$ cat src/rtl/i2p_pkg.sv
package i2p_pkg;

  // Operator codes as held on the stack. Close and operand are classes only.
  typedef enum logic [2:0] {
    OP_OPEN    = 3'd0,
    OP_PLUS    = 3'd1,
    OP_MINUS   = 3'd2,
    OP_MUL     = 3'd3,
    OP_DIV     = 3'd4,
    OP_POW     = 3'd5,
    OP_CLOSE   = 3'd6,
    OP_OPERAND = 3'd7
  } op_code_t;

  typedef enum logic [1:0] {
    KIND_OPERAND  = 2'd0,
    KIND_OPERATOR = 2'd1,
    KIND_END      = 2'd2
  } kind_t;

  typedef enum logic [1:0] {
    ERR_NONE         = 2'd0,
    ERR_OPERAND_LONG = 2'd1,
    ERR_OVERFLOW     = 2'd2,
    ERR_UNBALANCED   = 2'd3
  } error_t;

  // ASCII codes of the symbol characters.
  localparam logic [7:0] CH_OPEN  = 8'h28;
  localparam logic [7:0] CH_CLOSE = 8'h29;
  localparam logic [7:0] CH_MUL   = 8'h2A;
  localparam logic [7:0] CH_PLUS  = 8'h2B;
  localparam logic [7:0] CH_MINUS = 8'h2D;
  localparam logic [7:0] CH_DIV   = 8'h2F;
  localparam logic [7:0] CH_POW   = 8'h5E;

  typedef struct packed {
    logic [7:0] ch;
    logic       last_char;
  } char_item_t;

  typedef struct packed {
    kind_t      kind;
    logic [7:0] out_char;
    logic       token_end;
    logic       last_of_run;
    error_t     error;
  } token_item_t;

  // Maps an input character to its operator code or class.
  function automatic op_code_t classify(input logic [7:0] c);
    op_code_t code;
    case (c)
      CH_OPEN:  code = OP_OPEN;
      CH_PLUS:  code = OP_PLUS;
      CH_MINUS: code = OP_MINUS;
      CH_MUL:   code = OP_MUL;
      CH_DIV:   code = OP_DIV;
      CH_POW:   code = OP_POW;
      CH_CLOSE: code = OP_CLOSE;
      default:  code = OP_OPERAND;
    endcase
    return code;
  endfunction

  // True when the stacked operator leaves the stack before the incoming one is pushed.
  function automatic logic pops_before(input op_code_t stacked, input op_code_t incoming);
    logic result;
    if (stacked == OP_OPEN) begin
      result = 1'b0;
    end else if (stacked == incoming) begin
      result = 1'b1;
    end else if (incoming == OP_PLUS || incoming == OP_MINUS) begin
      result = 1'b1;
    end else if ((incoming == OP_MUL || incoming == OP_DIV) &&
                 (stacked == OP_MUL || stacked == OP_DIV || stacked == OP_POW)) begin
      result = 1'b1;
    end else begin
      result = 1'b0;
    end
    return result;
  endfunction

  // Character sent out for a stacked operator code.
  function automatic logic [7:0] op_char(input op_code_t code);
    logic [7:0] c;
    case (code)
      OP_OPEN:  c = CH_OPEN;
      OP_PLUS:  c = CH_PLUS;
      OP_MINUS: c = CH_MINUS;
      OP_MUL:   c = CH_MUL;
      OP_DIV:   c = CH_DIV;
      OP_POW:   c = CH_POW;
      default:  c = CH_OPEN;
    endcase
    return c;
  endfunction

endpackage

$ cat src/rtl/i2p_chan_if.sv
interface i2p_chan_if #(
  parameter type T = logic
);
  logic valid;
  logic ready;
  T     data;

  modport source (output valid, output data, input ready);
  modport sink (input valid, input data, output ready);
endinterface

$ cat src/rtl/i2p_ram.sv
module i2p_ram #(
  parameter int WIDTH = 8,
  parameter int DEPTH = 8,
  parameter int AW    = 3
) (
  input  logic             clk,
  input  logic             we,
  input  logic [AW-1:0]    waddr,
  input  logic [WIDTH-1:0] wdata,
  input  logic             re,
  input  logic [AW-1:0]    raddr,
  output logic [WIDTH-1:0] rdata
);

  logic [WIDTH-1:0] mem [DEPTH];

  // One write port and one registered read port.
  always_ff @(posedge clk) begin
    if (we) begin
      mem[waddr] <= wdata;
    end
    if (re) begin
      rdata <= mem[raddr];
    end
  end

endmodule

$ cat src/rtl/infix_to_postfix_converter_core.sv
// Infix to postfix converter: takes one character per transfer on chars and sends the
// postfix form on tokens, one character per transfer, with an end marker after the last
// character of each expression carrying the error code (operand too long, operator stack
// overflow, unbalanced close); after an error the rest of the expression is dropped. An
// operand character that is not the last of its expression is only buffered. A close or
// an operator first sends any buffered operand characters (one operand buffer read each),
// then reads the stack top and pops operators (one stack memory read each), and for an
// operator ends with its push; an open parenthesis skips the stack reads and is pushed.
// The last item then closes the expression, popping operators as a close does, and sends
// the end marker. An item that arrives after an error is dropped, but a last item still
// sends the end marker. A stall on tokens holds the block. The operator stack and operand
// buffer memories need no clearing after reset.
module infix_to_postfix_converter_core #(
  parameter int STACK_DEPTH       = 32,
  parameter int MAX_OPERAND_CHARS = 8
) (
  input logic       clk,
  input logic       rst,
  i2p_chan_if.sink   chars,
  i2p_chan_if.source tokens
);

  localparam int SP_W   = $clog2(STACK_DEPTH);
  localparam int CNT_W  = $clog2(STACK_DEPTH + 1);
  localparam int BUF_AW = (MAX_OPERAND_CHARS > 1) ? $clog2(MAX_OPERAND_CHARS) : 1;
  localparam int LEN_W  = $clog2(MAX_OPERAND_CHARS + 1);
  localparam logic [CNT_W-1:0] STACK_FULL = CNT_W'(STACK_DEPTH);
  localparam logic [LEN_W-1:0] BUF_FULL   = LEN_W'(MAX_OPERAND_CHARS);

  typedef enum logic [3:0] {
    S_IDLE,
    S_FL_RD,
    S_FL_OUT,
    S_POP_RD,
    S_POP_CHK,
    S_PUSH,
    S_DONE,
    S_END,
    S_FIN
  } state_t;

  state_t                state;
  logic [CNT_W-1:0]      count;
  logic [LEN_W-1:0]      oplen;
  logic [LEN_W-1:0]      fl_idx;
  logic                  in_expr;
  i2p_pkg::error_t       err;
  i2p_pkg::op_code_t     cur_cls;
  logic                  from_input;
  logic                  last_item;
  logic                  pend_valid;
  i2p_pkg::token_item_t  pend;
  logic                  out_valid;
  i2p_pkg::token_item_t  out_data;

  i2p_pkg::char_item_t   in_data;
  i2p_pkg::op_code_t     in_cls;
  logic                  accept;
  i2p_pkg::error_t       eff_err;
  logic [LEN_W-1:0]      eff_len;
  logic [LEN_W-1:0]      fl_next;
  logic [CNT_W-1:0]      cnt_m1;
  logic [CNT_W-1:0]      cnt_m2;
  i2p_pkg::op_code_t     top;
  logic                  slot_free;
  logic                  can_emit;
  logic                  emit_req;
  i2p_pkg::token_item_t  emit_item;
  logic                  pop_go;
  logic                  out_load;
  i2p_pkg::token_item_t  load_item;

  logic                  buf_we;
  logic [BUF_AW-1:0]     buf_waddr;
  logic                  buf_re;
  logic [BUF_AW-1:0]     buf_raddr;
  logic [7:0]            buf_rdata;
  logic                  stk_we;
  logic [SP_W-1:0]       stk_waddr;
  logic [2:0]            stk_wdata;
  logic                  stk_re;
  logic [SP_W-1:0]       stk_raddr;
  logic [2:0]            stk_rdata;

  // Handshakes and decoded input.
  assign chars.ready  = (state == S_IDLE);
  assign accept       = chars.valid && chars.ready;
  assign in_data      = chars.data;
  assign in_cls       = i2p_pkg::classify(in_data.ch);
  assign tokens.valid = out_valid;
  assign tokens.data  = out_data;

  // A new expression starts from a clean state.
  assign eff_err = in_expr ? err : i2p_pkg::ERR_NONE;
  assign eff_len = in_expr ? oplen : '0;

  assign fl_next = fl_idx + 1'b1;
  assign cnt_m1  = count - 1'b1;
  assign cnt_m2  = count - CNT_W'(2);
  assign top     = i2p_pkg::op_code_t'(stk_rdata);

  // A new result goes to the pending slot; the one there moves to the output register.
  assign slot_free = !out_valid || tokens.ready;
  assign can_emit  = !pend_valid || slot_free;

  // Result requested in the current state.
  always_comb begin
    emit_req  = 1'b0;
    emit_item = '{kind: i2p_pkg::KIND_OPERAND, out_char: buf_rdata,
                  token_end: (fl_next == oplen), last_of_run: 1'b0,
                  error: i2p_pkg::ERR_NONE};
    case (state)
      S_FL_OUT: begin
        emit_req = 1'b1;
      end
      S_POP_CHK: begin
        emit_req = (count != '0) && (top != i2p_pkg::OP_OPEN) &&
                   (cur_cls == i2p_pkg::OP_CLOSE || i2p_pkg::pops_before(top, cur_cls));
        emit_item.kind      = i2p_pkg::KIND_OPERATOR;
        emit_item.out_char  = i2p_pkg::op_char(top);
        emit_item.token_end = 1'b1;
      end
      S_END: begin
        emit_req = 1'b1;
        emit_item.kind      = i2p_pkg::KIND_END;
        emit_item.out_char  = '0;
        emit_item.token_end = 1'b1;
        emit_item.error     = err;
      end
      default: begin
        emit_req = 1'b0;
      end
    endcase
  end

  assign pop_go = (state == S_POP_CHK) && emit_req && can_emit;

  // The pending result moves out when a newer one arrives or when the run finishes;
  // the final result of a run leaves with last_of_run set.
  assign out_load = pend_valid && ((emit_req && can_emit) || ((state == S_FIN) && slot_free));

  always_comb begin
    load_item             = pend;
    load_item.last_of_run = (state == S_FIN);
  end

  // Operand buffer access: written on accept, read during the flush.
  assign buf_we    = accept && (eff_err == i2p_pkg::ERR_NONE) &&
                     (in_cls == i2p_pkg::OP_OPERAND) && (eff_len < BUF_FULL);
  assign buf_waddr = eff_len[BUF_AW-1:0];
  assign buf_re    = (state == S_FL_RD) ||
                     ((state == S_FL_OUT) && can_emit && (fl_next != oplen));
  assign buf_raddr = (state == S_FL_OUT) ? fl_next[BUF_AW-1:0] : fl_idx[BUF_AW-1:0];

  // Stack access: the outer open parenthesis at the start, pushes, and top reads.
  // A pop reads the entry below at once, so pops run one per cycle while tokens do not stall.
  assign stk_we    = (accept && !in_expr) || ((state == S_PUSH) && (count < STACK_FULL));
  assign stk_waddr = (state == S_PUSH) ? count[SP_W-1:0] : '0;
  assign stk_wdata = (state == S_PUSH) ? cur_cls : i2p_pkg::OP_OPEN;
  assign stk_re    = (state == S_POP_RD) || pop_go;
  assign stk_raddr = (state == S_POP_RD) ? cnt_m1[SP_W-1:0] : cnt_m2[SP_W-1:0];

  i2p_ram #(
    .WIDTH (8),
    .DEPTH (MAX_OPERAND_CHARS),
    .AW    (BUF_AW)
  ) u_operand_buf (
    .clk   (clk),
    .we    (buf_we),
    .waddr (buf_waddr),
    .wdata (in_data.ch),
    .re    (buf_re),
    .raddr (buf_raddr),
    .rdata (buf_rdata)
  );

  i2p_ram #(
    .WIDTH (3),
    .DEPTH (STACK_DEPTH),
    .AW    (SP_W)
  ) u_op_stack (
    .clk   (clk),
    .we    (stk_we),
    .waddr (stk_waddr),
    .wdata (stk_wdata),
    .re    (stk_re),
    .raddr (stk_raddr),
    .rdata (stk_rdata)
  );

  // Sequencer, result staging and output register.
  always_ff @(posedge clk) begin
    if (rst) begin
      state      <= S_IDLE;
      count      <= '0;
      oplen      <= '0;
      in_expr    <= 1'b0;
      err        <= i2p_pkg::ERR_NONE;
      pend_valid <= 1'b0;
      out_valid  <= 1'b0;
    end else begin
      if (out_load) begin
        out_valid <= 1'b1;
        out_data  <= load_item;
      end else if (out_valid && tokens.ready) begin
        out_valid <= 1'b0;
      end
      if (emit_req && can_emit) begin
        pend       <= emit_item;
        pend_valid <= 1'b1;
      end

      case (state)
        S_IDLE: begin
          if (accept) begin
            in_expr    <= 1'b1;
            last_item  <= in_data.last_char;
            // A final operand character leads straight to the closing of the expression.
            cur_cls    <= (in_cls == i2p_pkg::OP_OPERAND) ? i2p_pkg::OP_CLOSE : in_cls;
            from_input <= (in_cls != i2p_pkg::OP_OPERAND);
            fl_idx     <= '0;
            if (!in_expr) begin
              count <= CNT_W'(1);
              err   <= i2p_pkg::ERR_NONE;
            end
            if (eff_err != i2p_pkg::ERR_NONE) begin
              state <= in_data.last_char ? S_END : S_IDLE;
            end else if (in_cls == i2p_pkg::OP_OPERAND) begin
              if (eff_len >= BUF_FULL) begin
                err   <= i2p_pkg::ERR_OPERAND_LONG;
                state <= in_data.last_char ? S_END : S_IDLE;
              end else begin
                oplen <= eff_len + 1'b1;
                // The final operand character closes the expression right away.
                if (in_data.last_char) begin
                  state <= S_FL_RD;
                end
              end
            end else if (eff_len != '0) begin
              state <= S_FL_RD;
            end else if (in_cls == i2p_pkg::OP_OPEN) begin
              state <= S_PUSH;
            end else begin
              state <= S_POP_RD;
            end
          end
        end

        S_FL_RD: begin
          state <= S_FL_OUT;
        end

        S_FL_OUT: begin
          if (can_emit) begin
            if (fl_next == oplen) begin
              oplen <= '0;
              state <= (cur_cls == i2p_pkg::OP_OPEN) ? S_PUSH : S_POP_RD;
            end else begin
              fl_idx <= fl_next;
            end
          end
        end

        S_POP_RD: begin
          state <= S_POP_CHK;
        end

        S_POP_CHK: begin
          if (count == '0) begin
            if (cur_cls == i2p_pkg::OP_CLOSE) begin
              err   <= i2p_pkg::ERR_UNBALANCED;
              state <= S_DONE;
            end else begin
              state <= S_PUSH;
            end
          end else if (top == i2p_pkg::OP_OPEN && cur_cls == i2p_pkg::OP_CLOSE) begin
            // A close from the input must not remove the outer parenthesis.
            count <= cnt_m1;
            if (from_input && cnt_m1 == '0) begin
              err <= i2p_pkg::ERR_UNBALANCED;
            end
            state <= S_DONE;
          end else if (emit_req) begin
            if (can_emit) begin
              count <= cnt_m1;
            end
          end else begin
            state <= S_PUSH;
          end
        end

        S_PUSH: begin
          if (count < STACK_FULL) begin
            count <= count + 1'b1;
          end else begin
            err <= i2p_pkg::ERR_OVERFLOW;
          end
          state <= S_DONE;
        end

        S_DONE: begin
          if (err != i2p_pkg::ERR_NONE) begin
            state <= last_item ? S_END : S_FIN;
          end else if (from_input && last_item) begin
            // The operand buffer is empty after a symbol, so the close goes to the stack.
            cur_cls    <= i2p_pkg::OP_CLOSE;
            from_input <= 1'b0;
            state      <= S_POP_RD;
          end else begin
            state <= last_item ? S_END : S_FIN;
          end
        end

        S_END: begin
          if (can_emit) begin
            in_expr <= 1'b0;
            err     <= i2p_pkg::ERR_NONE;
            count   <= '0;
            oplen   <= '0;
            state   <= S_FIN;
          end
        end

        S_FIN: begin
          if (!pend_valid) begin
            state <= S_IDLE;
          end else if (slot_free) begin
            pend_valid <= 1'b0;
            state      <= S_IDLE;
          end
        end

        default: begin
          state <= S_IDLE;
        end
      endcase
    end
  end

endmodule

$ cat src/flat_wrapper.sv
// flat-port wrapper written by rule: the top's interface ports become plain ports
module infix_to_postfix_converter_core_flat 
#(
  parameter int STACK_DEPTH       = 32,
  parameter int MAX_OPERAND_CHARS = 8
)
  (clk, rst, chars_valid, chars_data, chars_ready, tokens_valid, tokens_data, tokens_ready);
  i2p_chan_if #(.T(i2p_pkg::char_item_t)) chars_i ();
  i2p_chan_if #(.T(i2p_pkg::token_item_t)) tokens_i ();
  input logic clk;
  input logic rst;
  input wire logic [$bits(chars_i.valid)-1:0] chars_valid;
  input wire logic [$bits(chars_i.data)-1:0] chars_data;
  output wire logic [$bits(chars_i.ready)-1:0] chars_ready;
  output wire logic [$bits(tokens_i.valid)-1:0] tokens_valid;
  output wire logic [$bits(tokens_i.data)-1:0] tokens_data;
  input wire logic [$bits(tokens_i.ready)-1:0] tokens_ready;
  assign chars_i.valid = chars_valid;
  assign chars_i.data = chars_data;
  assign chars_ready = chars_i.ready;
  assign tokens_valid = tokens_i.valid;
  assign tokens_data = tokens_i.data;
  assign tokens_i.ready = tokens_ready;
  infix_to_postfix_converter_core #(.STACK_DEPTH(STACK_DEPTH), .MAX_OPERAND_CHARS(MAX_OPERAND_CHARS)) u_core (.clk(clk), .rst(rst), .chars(chars_i), .tokens(tokens_i));
endmodule
$ cat config.mk
export PLATFORM = sky130hd
export DESIGN_NAME = infix_to_postfix_converter_core_flat
export DESIGN_NICKNAME = d
export VERILOG_FILES = /design/src/rtl/i2p_pkg.sv /design/src/rtl/i2p_chan_if.sv /design/src/rtl/i2p_ram.sv /design/src/rtl/infix_to_postfix_converter_core.sv /design/src/flat_wrapper.sv
export SDC_FILE = /design/constraint.sdc
export NUM_CORES = 1
export LEC_CHECK = 0
export BUFFER_PORTS_ARGS = -buffer_cell sky130_fd_sc_hd__buf_2
export CAP_MARGIN = 20
export CORE_MARGIN = 3
export CORE_UTILIZATION = 46
export CTS_CLUSTER_DIAMETER = 80
export DETAILED_ROUTE_END_ITERATION = 7
export SLEW_MARGIN = 20
export SYNTH_ARGS = -nofsm -noshare
export SYNTH_HDL_FRONTEND = slang
export SYNTH_SLANG_ARGS = --single-unit
$ cat constraint.sdc
create_clock -name clk -period 6.1 [get_ports clk]
set_clock_uncertainty 0.2 [all_clocks]
set_input_delay 1.83 -clock clk [delete_from_list [all_inputs] [get_ports clk]]
set_output_delay 1.83 -clock clk [all_outputs]
set_load 0.02 [all_outputs]
Word level (Yosys, flattened, before mapping):

Memories as Yosys holds them, arrays and structs flattened. A register that Yosys moved wholly into a read port is not among the register bits.
Index checks and enable logic that the tools add are counted.

* bitwise gates (word level): 1
* multiplexer cells: 91
* $add $sub $neg: 5
* eq/ne operators: 52
* magnitude comparators: 3
* reduce and logical (&&, ||, !) cells: 63

Operator list (count)
* $mux W4: 28
* $eq A8 B6 Y1 const B: 6
* $mux W6: 8
* $pmux W4 S9: 1
* $pmux W7 S5: 1
* $mux W3: 9
* $mux W2: 12
* $pmux W6 S4: 1
* $ne A2 B2 Y1 const B: 11
* $pmux W11 S2: 1
* $pmux W3 S7: 1
* $logic_and A1 B1 Y1: 20
* $mux W1: 20
* $eq A4 B3 Y1 const B: 4
* $reduce_and A8 Y1: 2
* $eq A3 B3 Y1 const B: 5
* $ne A3 B3 Y1 const B: 5
* $reduce_and A7 Y1: 2
* $eq A3 B2 Y1 const B: 4
* $logic_not A6 Y1: 2
* $pmux W4 S3: 1
* $reduce_bool A2 Y1: 6
* $logic_or A1 B1 Y1: 11
* $mux W5: 2
* 35 further kinds: 52

* memories kept: 2
* bits of input ports: 13
* word-level logic and storage cells: 237
* output and inout port bits: 16
* memory bits (writable): 160
* register bits: 55

Memories
* u_core.u_op_stack.mem: words 32, width 3, read ports 1, clocked after memory_dff 1, write ports 1, line i2p_ram.sv:15 `logic [WIDTH-1:0] mem [DEPTH];`
* u_core.u_operand_buf.mem: words 8, width 8, read ports 1, clocked after memory_dff 1, write ports 1, line i2p_ram.sv:15

Depth between registers and ports, before layout:

* word-level depth: 17
* mapped depth: 11
* depth with buffers taken out: 9

By module:

Synthesis repeated with hierarchy kept, for this count alone.

* cells, all modules: 678
* area, all modules: 10226.1 sq um

By module, submodules not included
* i2p_ram (u_core.u_op_stack): cells an instance 185, area an instance 3946.3 sq um, instances 1, sequential area each 2972.9 sq um
* infix_to_postfix_converter_core: cells an instance 379, area an instance 3508.4 sq um, instances 1, sequential area each 1461.4 sq um
* i2p_ram (u_core.u_operand_buf): cells an instance 114, area an instance 2771.4 sq um, instances 1, sequential area each 2162.1 sq um

Worst setup path after synthesis:

OpenSTA, ideal clock, no wires.

* path type: input to register
* from: in chars_data[6]
* to: mem u_core.u_operand_buf.mem[2][0] (enable)
* data arrival time: 3.417 ns
* data required time: 5.517 ns
* stages on the path: 5
* path buffers: 0
* slack: 2.100 ns
* cells stage by stage: nor4b_2 a32oi_1 nand2_1 or3_1 nor3_1

* word-level cells in the longest chain between the ends: 7
* elaborated cells on any way between the ends: 13
* classes of those cells: eq/ne: 8; mux: 3; reduce/logical: 2

Ends and longest elaborated chain
* from (decl): line flat_wrapper.sv:13 `input wire logic [$bits(chars_i.data)-1:0] chars_data;`
* $eq A8 B6 Y1 or $eq A8 B7 Y1 (tied branches): line i2p_pkg.sv:53 `case (c)`
* $pmux W3 S7 (*): line i2p_pkg.sv:53
* $eq A3 B3 Y1 (*): line infix_to_postfix_converter_core.sv:149 `(in_cls == i2p_pkg::OP_OPERAND) && (eff_len < BUF_FULL);`
* $logic_and A1 B1 Y1 (*): line infix_to_postfix_converter_core.sv:148 `assign buf_we = accept && (eff_err == i2p_pkg::ERR_NONE) &&`
* $logic_and A1 B1 Y1 (*): line infix_to_postfix_converter_core.sv:149
* $mux W1 (*): line i2p_ram.sv:19 `if (we) begin`
* $mux W1 (implied by the code) (*): line i2p_ram.sv:20 `mem[waddr] <= wdata;`
* to (decl): line i2p_ram.sv:15

Every way passes the cells marked *; elsewhere a longest branch is shown, timed or not.

Final worst setup path:

* from: reg u_core.count[0]
* to: reg u_core.u_op_stack.rdata[1] (read register of u_core.u_op_stack.mem) (data pin)

* word-level cells in the longest chain between the ends: 7
* elaborated cells on any way between the ends: 10
* classes of those cells: add/sub: 2; mux: 2; reduce/logical: 6

Ends and longest elaborated chain
* from (decl): line infix_to_postfix_converter_core.sv:43 `logic [CNT_W-1:0] count;`
* from (signal assigned): line infix_to_postfix_converter_core.sv:278 `count <= cnt_m1;`
* from (signal assigned): line infix_to_postfix_converter_core.sv:285 `count <= cnt_m1;`
* from (signal assigned): line infix_to_postfix_converter_core.sv:294 `count <= count + 1'b1;`
* $reduce_bool A6 Y1: line infix_to_postfix_converter_core.sv:117 `emit_req = (count != '0) && (top != i2p_pkg::OP_OPEN) &&`
* $logic_and A1 B1 Y1 (2 in a row): line infix_to_postfix_converter_core.sv:117
* $pmux W1 S2: line infix_to_postfix_converter_core.sv:112 `case (state)`
* $logic_and A1 B1 Y1 (2 in a row): line infix_to_postfix_converter_core.sv:136 `assign pop_go = (state == S_POP_CHK) && emit_req && can_emit;`
* $logic_or A1 B1 Y1: line infix_to_postfix_converter_core.sv:160 `assign stk_re = (state == S_POP_RD) || pop_go;`
* to (decl): line i2p_ram.sv:12 `output logic [WIDTH-1:0] rdata`

Parallel ways exist; a longest one is shown, timed or not.
A chain may end at the register's enable or synchronous reset.

==> summary.md <==
| Metric | Value |
|---|---|
| Vias | `~6700` |
| Worst EP arrival | `4.26 ns` |
| Number of I/O pins | `29` |
| Period utilization | `0.691` |
| Final net count | `827` |
| CP max-delay cell | `dfxtp_1` |
| # diodes | `0` |
| Detailed-route DRC error count | `0` |
| Max-slew violations | `0` |
| Synth async-reset ratio | `0` |
| Register bit count reported by yosys | `roughly 230` |
| Total gr overflow | `0` |
| Hold crit path type | `flip-flop to flip-flop` |
| Sw Ratio | `0.319` |
| Initial Util | `0.475` |
| Sequential share of the synthesized area | `0.629` |
| Psw | `roughly 1600 uW` |
| Post-synthesis mux area share | `0.0949` |
| First drt pass iteration count | `5` |
| PortBufs | `28` |
| Reg2Reg Depth | `8` |
| FP Rows | `between 50 and 60` |
| Die W | `roughly 160 um` |
| Layout cells sized above 1 | `0.167` |
| Largest fanout on the critical path | `17` |
| Rel. slew slack | `0.340` |
| Vias in the first global route | `approximately 6600` |
| GRT Total Usage | `0.191` |
| Pwr Density | `431 mW/mm2` |
| Largest net degree at the start of global routing | `33` |
| CTS max path bufs | `3` |
| Area delta synth->final | `11.3%` |
| Largest area contributor in the netlist | `edfxtp_1` |
| First-pass GRT wire length | `approximately 37 mm` |
| Top post-synthesis cells by area | `edfxtp_1 59%, mux4_2 7.3%, dfxtp_1 3.6%` |
| Crit Path Category | `flip-flop to flip-flop` |
| H-tree Lvls | `1` |
| Cell Chain, Critical Path | `inv_2 > ha_1 > nand2_1 > o22ai_1 > nor2_1 > mux4_2 > o22ai_1 > a211oi_1` |
| Synth Instances | `approximately 800` |
| Initial antenna violation count | `0` |
| Largest family of logic cells by synthesized area | `simple AND/OR/NAND/NOR gates` |
| Clock latency on the worst-skew pair | `about 0.52 ns` |
| Critical Path RT | `a little over 6 ns` |
| Main synth FF type | `edfxtp_1` |
| Vias per inst | `between 6 and 7` |
| Compound-Gate Fraction of Synth Area | `0.102` |
| Hold buffer count at cts | `0` |
| Nature of the critical path startpoint | `flip-flop` |
| Minimum clock period | `around 4.2 ns` |
| Drt total wl | `~24 mm` |
| Die H | `approximately 160 um` |
| Clock Sinks | `around 230` |
| Wire per inst | `about 21 um` |
| Worst setup EP type | `flip-flop` |
| Commonest non-fill, non-tap cell in the layout | `edfxtp_1` |
| Synth Area in Simple Gates | `0.120` |
| Status | `finished, final reports clean` |
| Cts bufs inserted | `25` |
| Post-CTS sizing | `0` |
| Power Internal | `between 3000 and 4000 uW` |
| Most frequent cells in the layout | `207 x edfxtp_1, 85 x nor2_1, 57 x nand2_1, 42 x o21ai_0, 40 x o22ai_1` |
| DR iter-0 viols | `750` |
| Xor and xnor area share after synthesis | `0.0207` |
| Synth Area per Inst | `13.4 um2` |
| Clk root buf | `clkbuf_16` |
| Final HPWL DP | `approximately 16 mm` |
| Unrepaired setup endpoints after global routing | `no` |
| Synth warn | `0` |
| Adder-Cell Fraction of Synth Area | `0.00954` |
| Crit path top cell by count | `o22ai_1` |
| CTS tree | `yes` |
| Top-area cell type share of the netlist area | `0.592` |
| Setup TNS Final | `0 ns` |
| Die Footprint | `about 0.025 mm2` |
| Comb power frac | `0.308` |
| Clock-pin slew on the worst setup and hold paths | `0.07 ns` |
| Clock power frac | `0.296` |
| Post-CTS Setup Bufs | `0` |
| Max stage delay on crit path | `0.87 ns` |
| Hold Crit Depth | `0` |
| Flop pwr share | `0.396` |
| Final setup vio count | `0` |
| Synthesized Nets | `803` |
| Max-cap violations | `0` |
| Core area | `about 0.022 mm2` |
| Placed Cells | `about 1100` |
| Max IR drop VDD | `0.243 mV` |
| EDFF count, synth | `slightly above 200` |
| Gp weighted congestion | `between 0.9 and 1` |
| LEAKAGE | `between 0.003 and 0.004 uW` |
| FMAX | `237 MHz` |
| Detail Route Antenna Nets | `0` |
| Library cells used by synthesis | `between 70 and 80` |
| Final hold viol count | `0` |
| Hold_ws | `roughly 0.22 ns` |
| Tightest Pin Transition | `approximately 0.99 ns` |
| Cell area after synthesis | `around 0.010 mm2` |
| Non-filler instance count after layout | `1104` |
[final cells by class]
cell class | count | area, um2
fillers | 1828 | 10400
flip-flops and latches | 226 | 6600
multi-input cells | 499 | 3650
clock buffers | 30 | 644
well taps | 280 | 350
repair buffers | 37 | 208
clock inverters | 15 | 169
inverters | 17 | 63.8
[power groups by stage]
stage | Combinational [uW] | Sequential [uW] | Clock (uW)
after global routing | 1690 | 2010 | 1590
after CTS | 1560 | 1990 | 1520
after detailed placement | 1550 | 2020 | 0
final | 1550 | 2000 | 1490
after global placement | 1520 | 2010 | 0
after floorplan | 1240 | 1940 | 0
[logic make-up (layout without fill, tap and decap cells)]
logic type	Yosys count	in the layout
muxes	56	56
buffers and inverters	57	99
and+or+nand+nor	253	253
adders and majority gates	8	8
AOI/OAI and AO/OA	163	163
DFF	226	226
xor gates and xnor gates	19	19
[flip-flops by register name (all words and copies together), names as in the netlist, 2 cells and up]
register	count
u_core.cur_cls	3
u_core.fl_idx	4
u_core.u_operand_buf.mem	64
u_core.u_op_stack.rdata	3
u_core.load_item	13
u_core.state	4
u_core.err	2
u_core.tokens.data	14
u_core.u_operand_buf.rdata	8
u_core.oplen	4
u_core.u_op_stack.mem	96
u_core.count	6
[cells in the mapped netlist, drive strengths merged (3+ instances only)]
master,n
edfxtp,207
nor2,87
nand2,57
o21ai,46
o22ai,40
mux4,34
a21oi,25
clkbuf,21
buf,19
dfxtp,19
inv,17
nand2b,17
nand3,17
nor3,15
mux2i,14
xnor2,12
nor2b,10
and2,9
nand4,9
o211ai,9
a211oi,8
ha,8
mux2,8
a221oi,5
xor2,5
or3,4
a2111oi,3
a21o,3
a22oi,3
a31oi,3
a32o,3
and3,3
and3b,3
nand4b,3
[through the flow]
stage | instance area [um2] | utilization | setup WS (ns) | total power [uW]
global route | 11700 | 0.529 | 1.61 | 5290
finish | 11700 | 0.529 | 1.88 | 5040
CTS | 11700 | 0.528 | 1.92 | 5060
floorplan | 10500 | - | 2.10 | 3170
global placement | 10900 | 0.492 | 1.59 | 3540
detailed placement | 10900 | 0.492 | 1.45 | 3570
[critical path, delay by kind of cell (launching register included)]
family | cells | cell delay (ns)
and+or+nand+nor | 2 | 0.58
muxes | 1 | 0.48
DFF | 1 | 0.87
adders and majority gates | 1 | 0.77
buffers and inverters | 1 | 0.29
AOI/OAI and AO/OA | 3 | 0.74
[layer usage]
layer / track usage / vias to the layer above / wire length (um)
li1: - / 3091 / -
met1: 0.275 / 3291 / 10400
met2: 0.311 / 259 / 11100
met3: 0.0294 / 44 / 1550
met4: 0.0426 / 0 / 435
met5: 0 / - / 0
[worst paths after layout]
| kind | from | to | slack (ns) |
|---|---|---|---|
| min reg2reg | u_core.load_item[0] | u_core.tokens.data[0] | 0.22 |
| max | u_core.count[0] | u_core.u_op_stack.rdata[1] | 1.88 |
| min | u_core.load_item[0] | u_core.tokens.data[0] | 0.22 |
| max reg2reg | u_core.count[0] | u_core.u_op_stack.rdata[1] | 1.88 |
Power figures use the tool's default switching activity.
